[src/bts_pkg.sv]
// ----------------------------------------------------------------------------
// bts_pkg
// types and constants of the buzzer tone sequencer
// ----------------------------------------------------------------------------
package bts_pkg;

	// field widths of the beats
	localparam int KIND_W = 2;
	localparam int EL_W   = 16;
	localparam int ADDR_W = 5;
	localparam int FREQ_W = 16;
	localparam int DUR_W  = 15;
	localparam int REST_W = 16;
	localparam int TONE_W = 16;

	// beat kinds; the fourth code is ignored
	typedef enum logic [KIND_W-1:0] {
		KIND_TICK  = 2'd0,
		KIND_START = 2'd1,
		KIND_WRITE = 2'd2
	} kind_t;

	// one note entry
	typedef struct packed {
		logic        [FREQ_W-1:0] freq;
		logic        [DUR_W-1:0]  dur;
		logic signed [REST_W-1:0] rest;
	} note_t;

	// tone word: on bit plus frequency scaled by 21990/65536
	localparam logic [14:0]       TONE_SCALE = 15'd21990;
	localparam logic [TONE_W-1:0] TONE_ON    = 16'h8000;
	localparam logic [TONE_W-1:0] TONE_OFF   = 16'h0000;

endpackage

[src/bts_if.sv]
// ----------------------------------------------------------------------------
// bts_if
// valid/ready channels of the buzzer tone sequencer
// ----------------------------------------------------------------------------

// request beats: tick, start or note write
interface bts_in_if;
	logic                            valid;
	logic                            ready;
	logic [bts_pkg::KIND_W-1:0]      kind;
	logic [bts_pkg::EL_W-1:0]        elapsed;
	logic                            program_present;
	logic [bts_pkg::ADDR_W-1:0]      note_address;
	logic [bts_pkg::FREQ_W-1:0]      note_frequency;
	logic [bts_pkg::DUR_W-1:0]       note_duration;
	logic signed [bts_pkg::REST_W-1:0] note_rest;

	modport source (
		output valid, kind, elapsed, program_present, note_address,
		       note_frequency, note_duration, note_rest,
		input  ready
	);
	modport sink (
		input  valid, kind, elapsed, program_present, note_address,
		       note_frequency, note_duration, note_rest,
		output ready
	);
endinterface

// result beats: buzzer tone word writes
interface bts_out_if;
	logic                       valid;
	logic                       ready;
	logic [bts_pkg::TONE_W-1:0] tone_word;
	logic                       playing;

	modport source (output valid, tone_word, playing, input ready);
	modport sink (input valid, tone_word, playing, output ready);
endinterface

[src/bts_ram.sv]
// ----------------------------------------------------------------------------
// bts_ram
// generic single write, single read RAM with registered read (read-first)
// ----------------------------------------------------------------------------
module bts_ram #(
	parameter int WIDTH = 8,
	parameter int DEPTH = 16
) (
	input  logic                     clk,
	input  logic                     we,
	input  logic [$clog2(DEPTH)-1:0] waddr,
	input  logic [WIDTH-1:0]         wdata,
	input  logic [$clog2(DEPTH)-1:0] raddr,
	output logic [WIDTH-1:0]         rdata
);

	logic [WIDTH-1:0] mem_q [DEPTH];

	// write port and registered read port
	always_ff @(posedge clk) begin
		if (we) begin
			mem_q[waddr] <= wdata;
		end
		rdata <= mem_q[raddr];
	end

endmodule

[src/buzzer_tone_sequencer.sv]
// ----------------------------------------------------------------------------
// buzzer_tone_sequencer
// plays tone programs from a note RAM and writes buzzer tone words
// ----------------------------------------------------------------------------
//  channel    dir  handshake            payload
//  note_in    in   valid/ready          kind, elapsed, program_present,
//                                       note_address, note_frequency,
//                                       note_duration, note_rest
//  tone_out   out  valid/ready          tone_word, playing
//  cfg        in   cfg_we (no stall)    cfg_wdata = mute
//
//  A beat enters a stage register while the note RAM read for its address
//  runs; from there, unless a stall holds it, it updates the player state and
//  the result register, from which its result leaves when taken.
//  One beat per cycle unless stalled; a beat that starts a note holds off the next,
//  as the single RAM read port then fetches the note that follows into a local copy.
//  Reset clears the player and pending slot; the note RAM is not cleared.
//  A full, stalled result register holds back only beats that give a result.
// ----------------------------------------------------------------------------
module buzzer_tone_sequencer #(
	parameter int NOTE_DEPTH = 32
) (
	input  logic            clk,
	input  logic            arst_n,
	input  logic            cfg_we,
	input  logic            cfg_wdata,
	bts_in_if.sink          note_in,
	bts_out_if.source       tone_out
);

	localparam int IDX_W  = $clog2(NOTE_DEPTH);
	localparam int WRAP_W = (IDX_W >= bts_pkg::ADDR_W) ? IDX_W + 1 : bts_pkg::ADDR_W + 1;

	typedef logic [IDX_W-1:0] idx_t;

	// address modulo depth by repeated subtract (at most seven steps at depth 4)
	function automatic idx_t wrap_in(input logic [bts_pkg::ADDR_W-1:0] a);
		logic [WRAP_W-1:0] v;
		v = WRAP_W'(a);
		for (int i = 0; i < 8; i++) begin
			if (v >= WRAP_W'(NOTE_DEPTH)) begin
				v = v - WRAP_W'(NOTE_DEPTH);
			end
		end
		return v[IDX_W-1:0];
	endfunction

	// following note address with wrap
	function automatic idx_t nxt_of(input idx_t a);
		return (a == IDX_W'(NOTE_DEPTH - 1)) ? '0 : a + 1'b1;
	endfunction

	// input side
	logic           in_acc;
	idx_t           in_addr;
	bts_pkg::note_t in_entry;

	// stage register
	logic                        valid_s1;
	logic [bts_pkg::KIND_W-1:0]  kind_s1;
	logic [bts_pkg::EL_W-1:0]    elapsed_s1;
	logic                        present_s1;
	idx_t                        addr_s1;
	bts_pkg::note_t              entry_s1;

	// player state
	logic                        mute_q;
	logic                        active_q, active_d;
	idx_t                        cur_q, cur_d;
	logic signed [16:0]          time_q, time_d;
	logic                        pv_q, pv_d;
	logic                        ppres_q, ppres_d;
	idx_t                        paddr_q, paddr_d;
	logic signed [bts_pkg::REST_W-1:0] cur_rest_q, cur_rest_d;
	idx_t                        nxt_addr_q, nxt_addr_d;
	bts_pkg::note_t              nxt_q, nxt_d;
	bts_pkg::note_t              pnd_q, pnd_d;
	logic                        refill_q;

	// result register
	logic                        out_valid_q;
	logic [bts_pkg::TONE_W-1:0]  out_tone_q;
	logic                        out_play_q;

	// RAM
	logic                              ram_we;
	idx_t                              ram_raddr;
	logic [$bits(bts_pkg::note_t)-1:0] ram_rdata;
	bts_pkg::note_t                    rd_entry;

	// step logic
	logic                        res;
	logic                        beg;
	logic                        tone_on;
	bts_pkg::note_t              beg_entry;
	idx_t                        beg_addr;
	logic signed [17:0]          dn;
	logic signed [17:0]          dp;
	logic [30:0]                 prod;
	logic [bts_pkg::TONE_W-1:0]  tone;
	logic                        s1_stall;
	logic                        refill_go;

	assign in_acc         = note_in.valid && note_in.ready;
	assign in_addr        = wrap_in(note_in.note_address);
	assign in_entry.freq  = note_in.note_frequency;
	assign in_entry.dur   = note_in.note_duration;
	assign in_entry.rest  = note_in.note_rest;
	assign rd_entry       = bts_pkg::note_t'(ram_rdata);

	// note writes go straight to the RAM when the beat is taken
	assign ram_we = in_acc && (note_in.kind == bts_pkg::KIND_WRITE);

	bts_ram #(
		.WIDTH ($bits(bts_pkg::note_t)),
		.DEPTH (NOTE_DEPTH)
	) u_note_ram (
		.clk   (clk),
		.we    (ram_we),
		.waddr (in_addr),
		.wdata (in_entry),
		.raddr (ram_raddr),
		.rdata (ram_rdata)
	);

	// time arithmetic for the running note or rest
	assign dn = $signed({time_q[16], time_q}) - $signed({2'b00, elapsed_s1});
	assign dp = $signed({time_q[16], time_q}) + $signed({2'b00, elapsed_s1});

	// next player state for the beat in the stage register
	always_comb begin
		active_d   = active_q;
		cur_d      = cur_q;
		time_d     = time_q;
		pv_d       = pv_q;
		ppres_d    = ppres_q;
		paddr_d    = paddr_q;
		cur_rest_d = cur_rest_q;
		nxt_addr_d = nxt_addr_q;
		nxt_d      = refill_q ? rd_entry : nxt_q;
		pnd_d      = pnd_q;
		res        = 1'b0;
		beg        = 1'b0;
		beg_entry  = rd_entry;
		beg_addr   = addr_s1;
		if (valid_s1) begin
			if (kind_s1 == bts_pkg::KIND_WRITE) begin
				// keep local copies in step with the RAM
				if (addr_s1 == cur_q) begin
					cur_rest_d = entry_s1.rest;
				end
				if (addr_s1 == nxt_addr_q) begin
					nxt_d = entry_s1;
				end
				if (addr_s1 == paddr_q) begin
					pnd_d = entry_s1;
				end
			end else if (kind_s1 == bts_pkg::KIND_START && !mute_q) begin
				if (!active_q) begin
					res = 1'b1;
					beg = present_s1;
				end else begin
					pv_d    = 1'b1;
					ppres_d = present_s1;
					paddr_d = addr_s1;
					pnd_d   = rd_entry;
				end
			end else if (kind_s1 == bts_pkg::KIND_TICK && !mute_q && active_q
					&& elapsed_s1 != '0) begin
				if (!time_q[16]) begin
					if (!dn[17] && dn != '0) begin
						time_d = dn[16:0];
					end else if (cur_rest_q[15]) begin
						// program end: start the pending request, if any
						res       = 1'b1;
						beg       = pv_q && ppres_q;
						beg_entry = pnd_q;
						beg_addr  = paddr_q;
						active_d  = 1'b0;
						pv_d      = 1'b0;
						ppres_d   = 1'b0;
						paddr_d   = '0;
					end else if (cur_rest_q == '0) begin
						res       = 1'b1;
						beg       = 1'b1;
						beg_entry = nxt_q;
						beg_addr  = nxt_addr_q;
					end else begin
						res    = 1'b1;
						time_d = -$signed({cur_rest_q[15], cur_rest_q});
					end
				end else if (dp[17]) begin
					time_d = dp[16:0];
				end else begin
					res       = 1'b1;
					beg       = 1'b1;
					beg_entry = nxt_q;
					beg_addr  = nxt_addr_q;
				end
			end else begin
				// ignored beat
				res = 1'b0;
			end
		end
		// a silence start leaves the block idle
		if (res && !beg && kind_s1 == bts_pkg::KIND_START) begin
			active_d = 1'b0;
		end
		if (beg) begin
			active_d   = 1'b1;
			cur_d      = beg_addr;
			time_d     = {2'b00, beg_entry.dur};
			cur_rest_d = beg_entry.rest;
			nxt_addr_d = nxt_of(beg_addr);
		end
		tone_on = beg;
	end

	// tone word of the note that starts
	assign prod = 31'(beg_entry.freq) * 31'(bts_pkg::TONE_SCALE);
	assign tone = tone_on ? (bts_pkg::TONE_ON | {1'b0, prod[30:16]}) : bts_pkg::TONE_OFF;

	// flow control and RAM read address
	assign s1_stall  = valid_s1 && res && out_valid_q && !tone_out.ready;
	assign refill_go = valid_s1 && !s1_stall && beg;
	assign note_in.ready = !s1_stall && !refill_go;

	always_comb begin
		if (refill_go) begin
			ram_raddr = nxt_addr_d;
		end else if (s1_stall) begin
			ram_raddr = addr_s1;
		end else begin
			ram_raddr = in_addr;
		end
	end

	// mute register
	always_ff @(posedge clk or negedge arst_n) begin
		if (!arst_n) begin
			mute_q <= 1'b0;
		end else if (cfg_we) begin
			mute_q <= cfg_wdata;
		end
	end

	// stage register control
	always_ff @(posedge clk or negedge arst_n) begin
		if (!arst_n) begin
			valid_s1 <= 1'b0;
			refill_q <= 1'b0;
		end else begin
			refill_q <= refill_go;
			if (!s1_stall) begin
				valid_s1 <= in_acc;
			end
		end
	end

	// stage register payload
	always_ff @(posedge clk) begin
		if (in_acc) begin
			kind_s1    <= note_in.kind;
			elapsed_s1 <= note_in.elapsed;
			present_s1 <= note_in.program_present;
			addr_s1    <= in_addr;
			entry_s1   <= in_entry;
		end
	end

	// player state
	always_ff @(posedge clk or negedge arst_n) begin
		if (!arst_n) begin
			active_q   <= 1'b0;
			cur_q      <= '0;
			time_q     <= '0;
			pv_q       <= 1'b0;
			ppres_q    <= 1'b0;
			paddr_q    <= '0;
			nxt_addr_q <= '0;
		end else if (!s1_stall) begin
			active_q   <= active_d;
			cur_q      <= cur_d;
			time_q     <= time_d;
			pv_q       <= pv_d;
			ppres_q    <= ppres_d;
			paddr_q    <= paddr_d;
			nxt_addr_q <= nxt_addr_d;
		end
	end

	// local note copies
	always_ff @(posedge clk) begin
		if (!s1_stall) begin
			cur_rest_q <= cur_rest_d;
			nxt_q      <= nxt_d;
			pnd_q      <= pnd_d;
		end
	end

	// result register control
	always_ff @(posedge clk or negedge arst_n) begin
		if (!arst_n) begin
			out_valid_q <= 1'b0;
		end else if (valid_s1 && !s1_stall && res) begin
			out_valid_q <= 1'b1;
		end else if (tone_out.ready) begin
			out_valid_q <= 1'b0;
		end
	end

	// result register payload
	always_ff @(posedge clk) begin
		if (valid_s1 && !s1_stall && res) begin
			out_tone_q <= tone;
			out_play_q <= active_d;
		end
	end

	assign tone_out.valid     = out_valid_q;
	assign tone_out.tone_word = out_tone_q;
	assign tone_out.playing   = out_play_q;

endmodule

[src/flat_wrapper.sv]
// flat-port wrapper written by rule: the top's interface ports become plain ports
module buzzer_tone_sequencer_flat 
#(
	parameter int NOTE_DEPTH = 32
)
  (clk, arst_n, cfg_we, cfg_wdata, note_in_valid, note_in_kind, note_in_elapsed, note_in_program_present, note_in_note_address, note_in_note_frequency, note_in_note_duration, note_in_note_rest, note_in_ready, tone_out_valid, tone_out_tone_word, tone_out_playing, tone_out_ready);
  bts_in_if note_in_i ();
  bts_out_if tone_out_i ();
  input  logic clk;
  input  logic arst_n;
  input  logic cfg_we;
  input  logic cfg_wdata;
  input wire logic [$bits(note_in_i.valid)-1:0] note_in_valid;
  input wire logic [$bits(note_in_i.kind)-1:0] note_in_kind;
  input wire logic [$bits(note_in_i.elapsed)-1:0] note_in_elapsed;
  input wire logic [$bits(note_in_i.program_present)-1:0] note_in_program_present;
  input wire logic [$bits(note_in_i.note_address)-1:0] note_in_note_address;
  input wire logic [$bits(note_in_i.note_frequency)-1:0] note_in_note_frequency;
  input wire logic [$bits(note_in_i.note_duration)-1:0] note_in_note_duration;
  input wire logic [$bits(note_in_i.note_rest)-1:0] note_in_note_rest;
  output wire logic [$bits(note_in_i.ready)-1:0] note_in_ready;
  output wire logic [$bits(tone_out_i.valid)-1:0] tone_out_valid;
  output wire logic [$bits(tone_out_i.tone_word)-1:0] tone_out_tone_word;
  output wire logic [$bits(tone_out_i.playing)-1:0] tone_out_playing;
  input wire logic [$bits(tone_out_i.ready)-1:0] tone_out_ready;
  assign note_in_i.valid = note_in_valid;
  assign note_in_i.kind = note_in_kind;
  assign note_in_i.elapsed = note_in_elapsed;
  assign note_in_i.program_present = note_in_program_present;
  assign note_in_i.note_address = note_in_note_address;
  assign note_in_i.note_frequency = note_in_note_frequency;
  assign note_in_i.note_duration = note_in_note_duration;
  assign note_in_i.note_rest = note_in_note_rest;
  assign note_in_ready = note_in_i.ready;
  assign tone_out_valid = tone_out_i.valid;
  assign tone_out_tone_word = tone_out_i.tone_word;
  assign tone_out_playing = tone_out_i.playing;
  assign tone_out_i.ready = tone_out_ready;
  buzzer_tone_sequencer #(.NOTE_DEPTH(NOTE_DEPTH)) u_core (.clk(clk), .arst_n(arst_n), .cfg_we(cfg_we), .cfg_wdata(cfg_wdata), .note_in(note_in_i), .tone_out(tone_out_i));
endmodule
[config.mk]
export PLATFORM = sky130hd
export DESIGN_NAME = buzzer_tone_sequencer_flat
export DESIGN_NICKNAME = d
export VERILOG_FILES = /design/src/bts_pkg.sv /design/src/bts_if.sv /design/src/bts_ram.sv /design/src/buzzer_tone_sequencer.sv /design/src/flat_wrapper.sv
export SDC_FILE = /design/constraint.sdc
export NUM_CORES = 2
export LEC_CHECK = 0
export BUFFER_PORTS_ARGS = -buffer_cell sky130_fd_sc_hd__buf_2
export CAP_MARGIN = 20
export CORE_MARGIN = 5
export CORE_UTILIZATION = 45
export CTS_CLUSTER_SIZE = 8
export DETAILED_ROUTE_END_ITERATION = 16
export GPL_TIMING_DRIVEN = 1
export PLACE_DENSITY = 0.68
export SETUP_SLACK_MARGIN = 0.05
export SLEW_MARGIN = 20
export SYNTH_ARGS = -nofsm -noshare
export SYNTH_HDL_FRONTEND = slang
export SYNTH_SLANG_ARGS = --single-unit
[constraint.sdc]
create_clock -name clk -period 27.2 [get_ports clk]
set_clock_uncertainty 0.2 [all_clocks]
set_input_delay 6.8 -clock clk [delete_from_list [all_inputs] [get_ports clk]]
set_output_delay 6.8 -clock clk [all_outputs]
set_load 0.02 [all_outputs]
# Word level (Yosys, flattened, before mapping)

Memories as Yosys holds them, arrays and structs flattened. A register that Yosys moved wholly into a read port is not among the register bits.
Index checks and enable logic that the tools add are counted.

Output and inout port bits: 19
Memory bits (writable): 1,504
Word-level logic and storage cells: 184
Bits of input ports: 77
Memories: 1
Register bits after elaboration: 237

Memory list:

| name                    | words | width | read ports | clocked after memory_dff | wr ports | RTL line      | RTL |
|---|---|---|---|---|---|---|---|
| u_core.u_note_ram.mem_q | 32    | 47    | 1          | 1                        | 1        | bts_ram.sv:17 | `logic [WIDTH-1:0] mem_q [DEPTH];` |

Muxes and demuxes: 89
Equality and inequality tests: 16
Reduce and logical (&&, ||, !) cells: 42
Multipliers: 1
Add/sub/neg operators: 4
Bitwise operators: 2

Operators with widths:

| cell                     | count |
|---|---|
| $mux W47                 | 17 |
| $mux W17                 | 10 |
| $mux W5                  | 19 |
| $mux W16                 | 5 |
| $mux W1                  | 38 |
| $mul A16 B14 Y30 const B | 1 |
| $add A17 B17 Y18         | 1 |
| $reduce_bool A18 Y1      | 1 |
| $reduce_bool A2 Y1       | 9 |
| $sub A17 B17 Y18         | 1 |
| $logic_and A1 B1 Y1      | 17 |
| $neg A16 Y17             | 1 |
| $logic_not A16 Y1        | 1 |
| $reduce_and A8 Y1        | 2 |
| $reduce_bool A16 Y1      | 1 |
| $eq A5 B5 Y1             | 3 |
| $reduce_and A5 Y1        | 2 |
| $ne A2 B1 Y1 const B     | 4 |
| $logic_not A1 Y1         | 6 |
| $add A5 B1 Y5 const B    | 1 |
| $eq A5 B5 Y1 const B     | 1 |
| $eq A2 B2 Y1 const B     | 2 |
| $ne A2 B2 Y1 const B     | 2 |
| $ne A4 B1 Y1 const B     | 1 |
| other kinds (7)          | 8 |

# Logic depth before layout (Yosys ltp)

Depth after elaboration: 21
Gate-level depth with buffers: 40

# By module

Synthesis repeated with hierarchy kept, for this count alone.

Cell total of the unflattened synthesis: 5,279
Area total of the unflattened synthesis: 78,492.8 um^2

Modules (own cells, without submodules):

| module                | area an instance (um^2) | times used | sequential area each (um^2) | cells an instance |
|---|---|---|---|---|
| bts_ram               | 59,469.5                | 1          | 46,104.2                    | 3,296 |
| buzzer_tone_sequencer | 19,023.2                | 1          | 6,921.6                     | 1,983 |

# Least setup slack after synthesis

Ideal clock, no wire load.

Path type: input-to-output
Start: in tone_out_ready
End: out note_in_ready
Data required time: 20.200 ns
Data arrival time: 7.551 ns
Path buffers: 1
Path slack: 12.649 ns
Stages: 4
Cells stage by stage: nor2b_1 > o21a_2 > buf_2 > nor2_1

Word-level cells in the longest chain between the ends: 7

RTL lines:

| item                             | RTL line                                                   | RTL |
|---|---|---|
| from (decl)                      | flat_wrapper.sv:25                                         | `input wire logic [$bits(tone_out_i.ready)-1:0] tone_out_ready;` |
| $logic_not A1 Y1 (*)             | buzzer_tone_sequencer.sv:224                               | `assign s1_stall = valid_s1 && res && out_valid_q && !tone_out.ready;` |
| $logic_and A1 B1 Y1 (*)          | buzzer_tone_sequencer.sv:224                               |  |
| $logic_not A1 Y1 (*)             | buzzer_tone_sequencer.sv:225, buzzer_tone_sequencer.sv:226 |  |
| $logic_and A1 B1 Y1 (2 in a row) | buzzer_tone_sequencer.sv:225                               | `assign refill_go = valid_s1 && !s1_stall && beg;` |
| $logic_not A1 Y1                 | buzzer_tone_sequencer.sv:226                               | `assign note_in.ready = !s1_stall && !refill_go;` |
| $logic_and A1 B1 Y1 (*)          | buzzer_tone_sequencer.sv:226                               |  |
| to (decl)                        | flat_wrapper.sv:21                                         | `output wire logic [$bits(note_in_i.ready)-1:0] note_in_ready;` |

Every way passes the cells marked *; elsewhere a longest branch is shown, timed or not.

# Worst setup path in the final report

Same ends and word-level chain as after synthesis.

==> impl_metrics.ini <==
[synthesis]
synth_simple_gate_area_frac = 0.0801
yosysUniqueCellTypes = 96
synth_warnings = 0
mappedNetlistNets = 5804
yosysTopAreaCell = edfxtp_1
number_of_synthesized_flops_with_an_enable_pin = 1702
synth_top_cell_area_share = 0.651
yosys-mux-area-fraction = 0.0705
async_reset_ff_frac = 0.0218
netlist_area_um2 = 78600
leading_post_synthesis_cells_by_cell_area = edfxtp_1 (65%), mux2i_1 (4.3%), nand2_1 (2.8%)
synth_compound_area_frac = 0.0911
main_combinational_cell_family_by_area_after_synthesis = compound AO/OA/AOI/OAI gates
ys_seq_elements = 1788
synth_ff_type = edfxtp_1
avgSynthCellArea_um2 = 14.3
seq_total_area_yosys = 0.675
synth_fa_ha_area_frac = 0.0464
postSynthCellCount = 5486
yosys.area_share.xor_xnor = 0.00667

[run]
max_cap_violations = 0

[global_route]
maximum_number_of_pins_on_one_net_before_global_route_repair = 161
first_global_vias = 47500
antenna_found_initial = 16
first_pass_grt_wire_length_um = 311000
grt.overflow.total = 0
globalRouteTotalUtil = 0.224

[worst_setup_path]
cells_along_the_critical_path = buf_2, nor2b_1, o21a_2, nor2_1, buf_2
worst_path_max_delay_cell = o21a_2
crit_path_end_kind = output pin
crit_fanout = 13
worst_path_largest_cell_delay_ns = 0.40
crit_type = in2out
path_common_cell = buf_2
crit_path_start_kind = input pin
cp.arrival_ns = 8.02
critical_path_required_ns = 20.20

[detailed_routing]
avgRoutedWirePerCell_um = 26.2
drc = 0
detailroute.via_count = 49100
routed_via_density = 6.07
drtAntennaViolNets = 0
detail_route.iter0.violations = 6210
postRouteWirelength_um = 212000
first_pass_iters = 8

[timing]
setup_violations = 0
worst-slew-pin-transition_ns = 1.20
relSlewSlack = 0.202
setup_total_negative_slack_ns = 0
post-route-period-util = 0.552
pins_over_their_slew_limit = 0
fin_crit_ns = 15.02
grt_setup_unrepaired = false
finalHoldWorstSlack_ns = 0.297
finalHoldViolCount = 0
timing.fmax_mhz = 66.6

[floorplan]
placement_rows = 153
dieHeight_um = 428
die_x_um = 428
floorplan.die_area_um2 = 183000
floorplan.core_area_um2 = 174000
ioPinCount = 96
floorplan.initialDensity = 0.452

[power_and_ir_drop]
static-leakage-power_nw = 31.9
powerDensity_nw_per_um2 = 118
max_rail_drop_vdd_mv = 0.406

[layout]
final.fill_count = 14200
layout_stage_area_growth_over_the_synthesis_result_pct = 13.5
design.final.nets = 5937
final_cell_area_um2 = 89200
drive_gt1_frac = 0.125

[run_status]
result_of_the_run = finished clean

[clocking]
htree_num_levels = 5
buffer_type_at_the_clock_tree_root = clkbuf_16
cts.sinks = 1788
post_cts_setup_buffers = 0
worst_skew_pair.late_latency_ns = 0.89
cts-buffers-inserted = 274
cts_hold_repair.buffers = 0
cts.path.max_buffers = 4
cts.clk_slew.worst_paths_ns = 0.05
ctsResizeCount = 0
tritoncts = yes

[hold_path]
hp-class = reg2reg

[placement]
hpwlAfterDp_um = 116000
dpl-instance-area_um2 = 81500
gp_congestion = 0.852
buffer_ports.inserted = 95
## worst max-delay path, delay by kind of cell
| kind | cells | cell delay, ns |
|---|---|---|
| compound gates | 1 | 0.40 |
| simple gates | 2 | 0.52 |
| buf+inv | 2 | 0.30 |
## report_power, final
part           internal [mW]  switching [mW]
combinational           1.78            2.49
clock                   1.88            1.13
sequential              3.13           0.100
total                   6.79            3.72
## state kept, by name, indices dropped and copies added, names as in the netlist, 2 cells and up
name / flops
u_core.cur_q: 5
u_core.kind_s1: 2
u_core.tone_out.tone_word: 16
u_core.addr_s1: 5
u_core.nxt_addr_q: 5
u_core.u_note_ram.rdata: 47
u_core.paddr_q: 5
u_core.cur_rest_q: 16
u_core.u_note_ram.mem_q: 1504
u_core.entry_s1: 47
u_core.pnd_q: 47
u_core.nxt_q: 47
u_core.elapsed_s1: 16
u_core.time_q: 17
## area by class of cell
cell class / count / area (µm²) / share of cell area
flip-flops and latches: 1788 / 53000 / 0.595
multi-input cells: 3146 / 23500 / 0.264
clock buffers: 401 / 7500 / 0.0842
well taps: 2325 / 2910 / 0.0326
repair buffers: 192 / 1280 / 0.0143
inverters: 217 / 815 / 0.00914
clock inverters: 10 / 85.1 / 0.000954
diodes: 7 / 17.5 / 0.000196
## layout by cell type, fill, tap and decap left out, types with 24 or more instances in the layout
| cell type | instances |
|---|---|
| nand2_1 | 593 |
| buf_2 | 94 |
| a211oi_1 | 113 |
| a22o_1 | 46 |
| dfxtp_1 | 47 |
| o21ai_0 | 79 |
| xor2_1 | 27 |
| or3_1 | 57 |
| mux2i_1 | 336 |
| a21oi_1 | 320 |
| clkbuf_16 | 282 |
| o22ai_1 | 69 |
| buf_4 | 93 |
| and2_1 | 54 |
| o22a_1 | 69 |
| ha_1 | 158 |
| nor4_1 | 65 |
| dfrtp_1 | 38 |
| o31ai_1 | 52 |
| nor2_4 | 35 |
| xnor2_1 | 31 |
| and3_1 | 151 |
| a311oi_1 | 49 |
| o221ai_1 | 24 |
| inv_1 | 214 |
| nor3_1 | 36 |
| nand3_1 | 123 |
| edfxtp_1 | 1702 |
| clkbuf_1 | 119 |
| mux2_2 | 97 |
| a221o_1 | 47 |
| fa_1 | 83 |
| nor2_1 | 154 |
| a21o_1 | 32 |
| mux4_2 | 48 |
## Yosys cell counts, drive strengths merged, types with 70 or more instances
cell	n
nand3	124
o21ai	81
fa	83
clkbuf	157
a211oi	118
nand2	595
o22ai	70
mux2i	336
ha	158
mux2	97
a21oi	326
inv	217
and3	152
buf	178
edfxtp	1702
nor2	191
## metrics by stage
stage	utilization	cells	setup WS [ns]	power, mW
3_5_place_dp	0.469	7667	12.18	7.52
5_1_grt	0.513	8082	12.08	11.2
6_report	0.513	8086	12.18	10.5
2_1_floorplan	-	5486	12.65	6.44
4_1_cts	0.513	8078	12.17	10.5
3_3_place_gp	0.469	7666	12.22	7.44
## cell families (layout without fill, tap and decap cells)
family | Yosys count | in the layout
fa+ha+maj | 242 | 242
simple gates | 1338 | 1338
other cells | 0 | 7
mux | 481 | 481
buf+inv | 552 | 820
xor+xnor | 59 | 59
flops | 1788 | 1788
compound gates | 1026 | 1026
## layer usage
layer	GRT usage	vias to the layer above	share of wire
met3	0.0505	532	0.10
met5	0	-	0.00019
met1	0.311	24600	0.40
met2	0.346	2686	0.45
met4	0.0869	6	0.040
li1	-	21200	-
## final timing paths
path	startpoint	endpoint	slack, ns	depth (start not counted)
worst max-delay path	tone_out_ready	note_in_ready	12.18	5
worst min-delay path	u_core.cur_q[0]	u_core.cur_q[0]	0.30	1
worst max register to register	u_core.elapsed_s1[1]	u_core.tone_out.tone_word[14]	15.97	35
worst min register to register	u_core.cur_q[0]	u_core.cur_q[0]	0.30	1
max in group asynchronous	arst_n	u_core.refill_q	20.64	1
min in group asynchronous	arst_n	u_core.time_q[11]	5.74	1
Note: power is estimated with default switching activity, not from simulation.
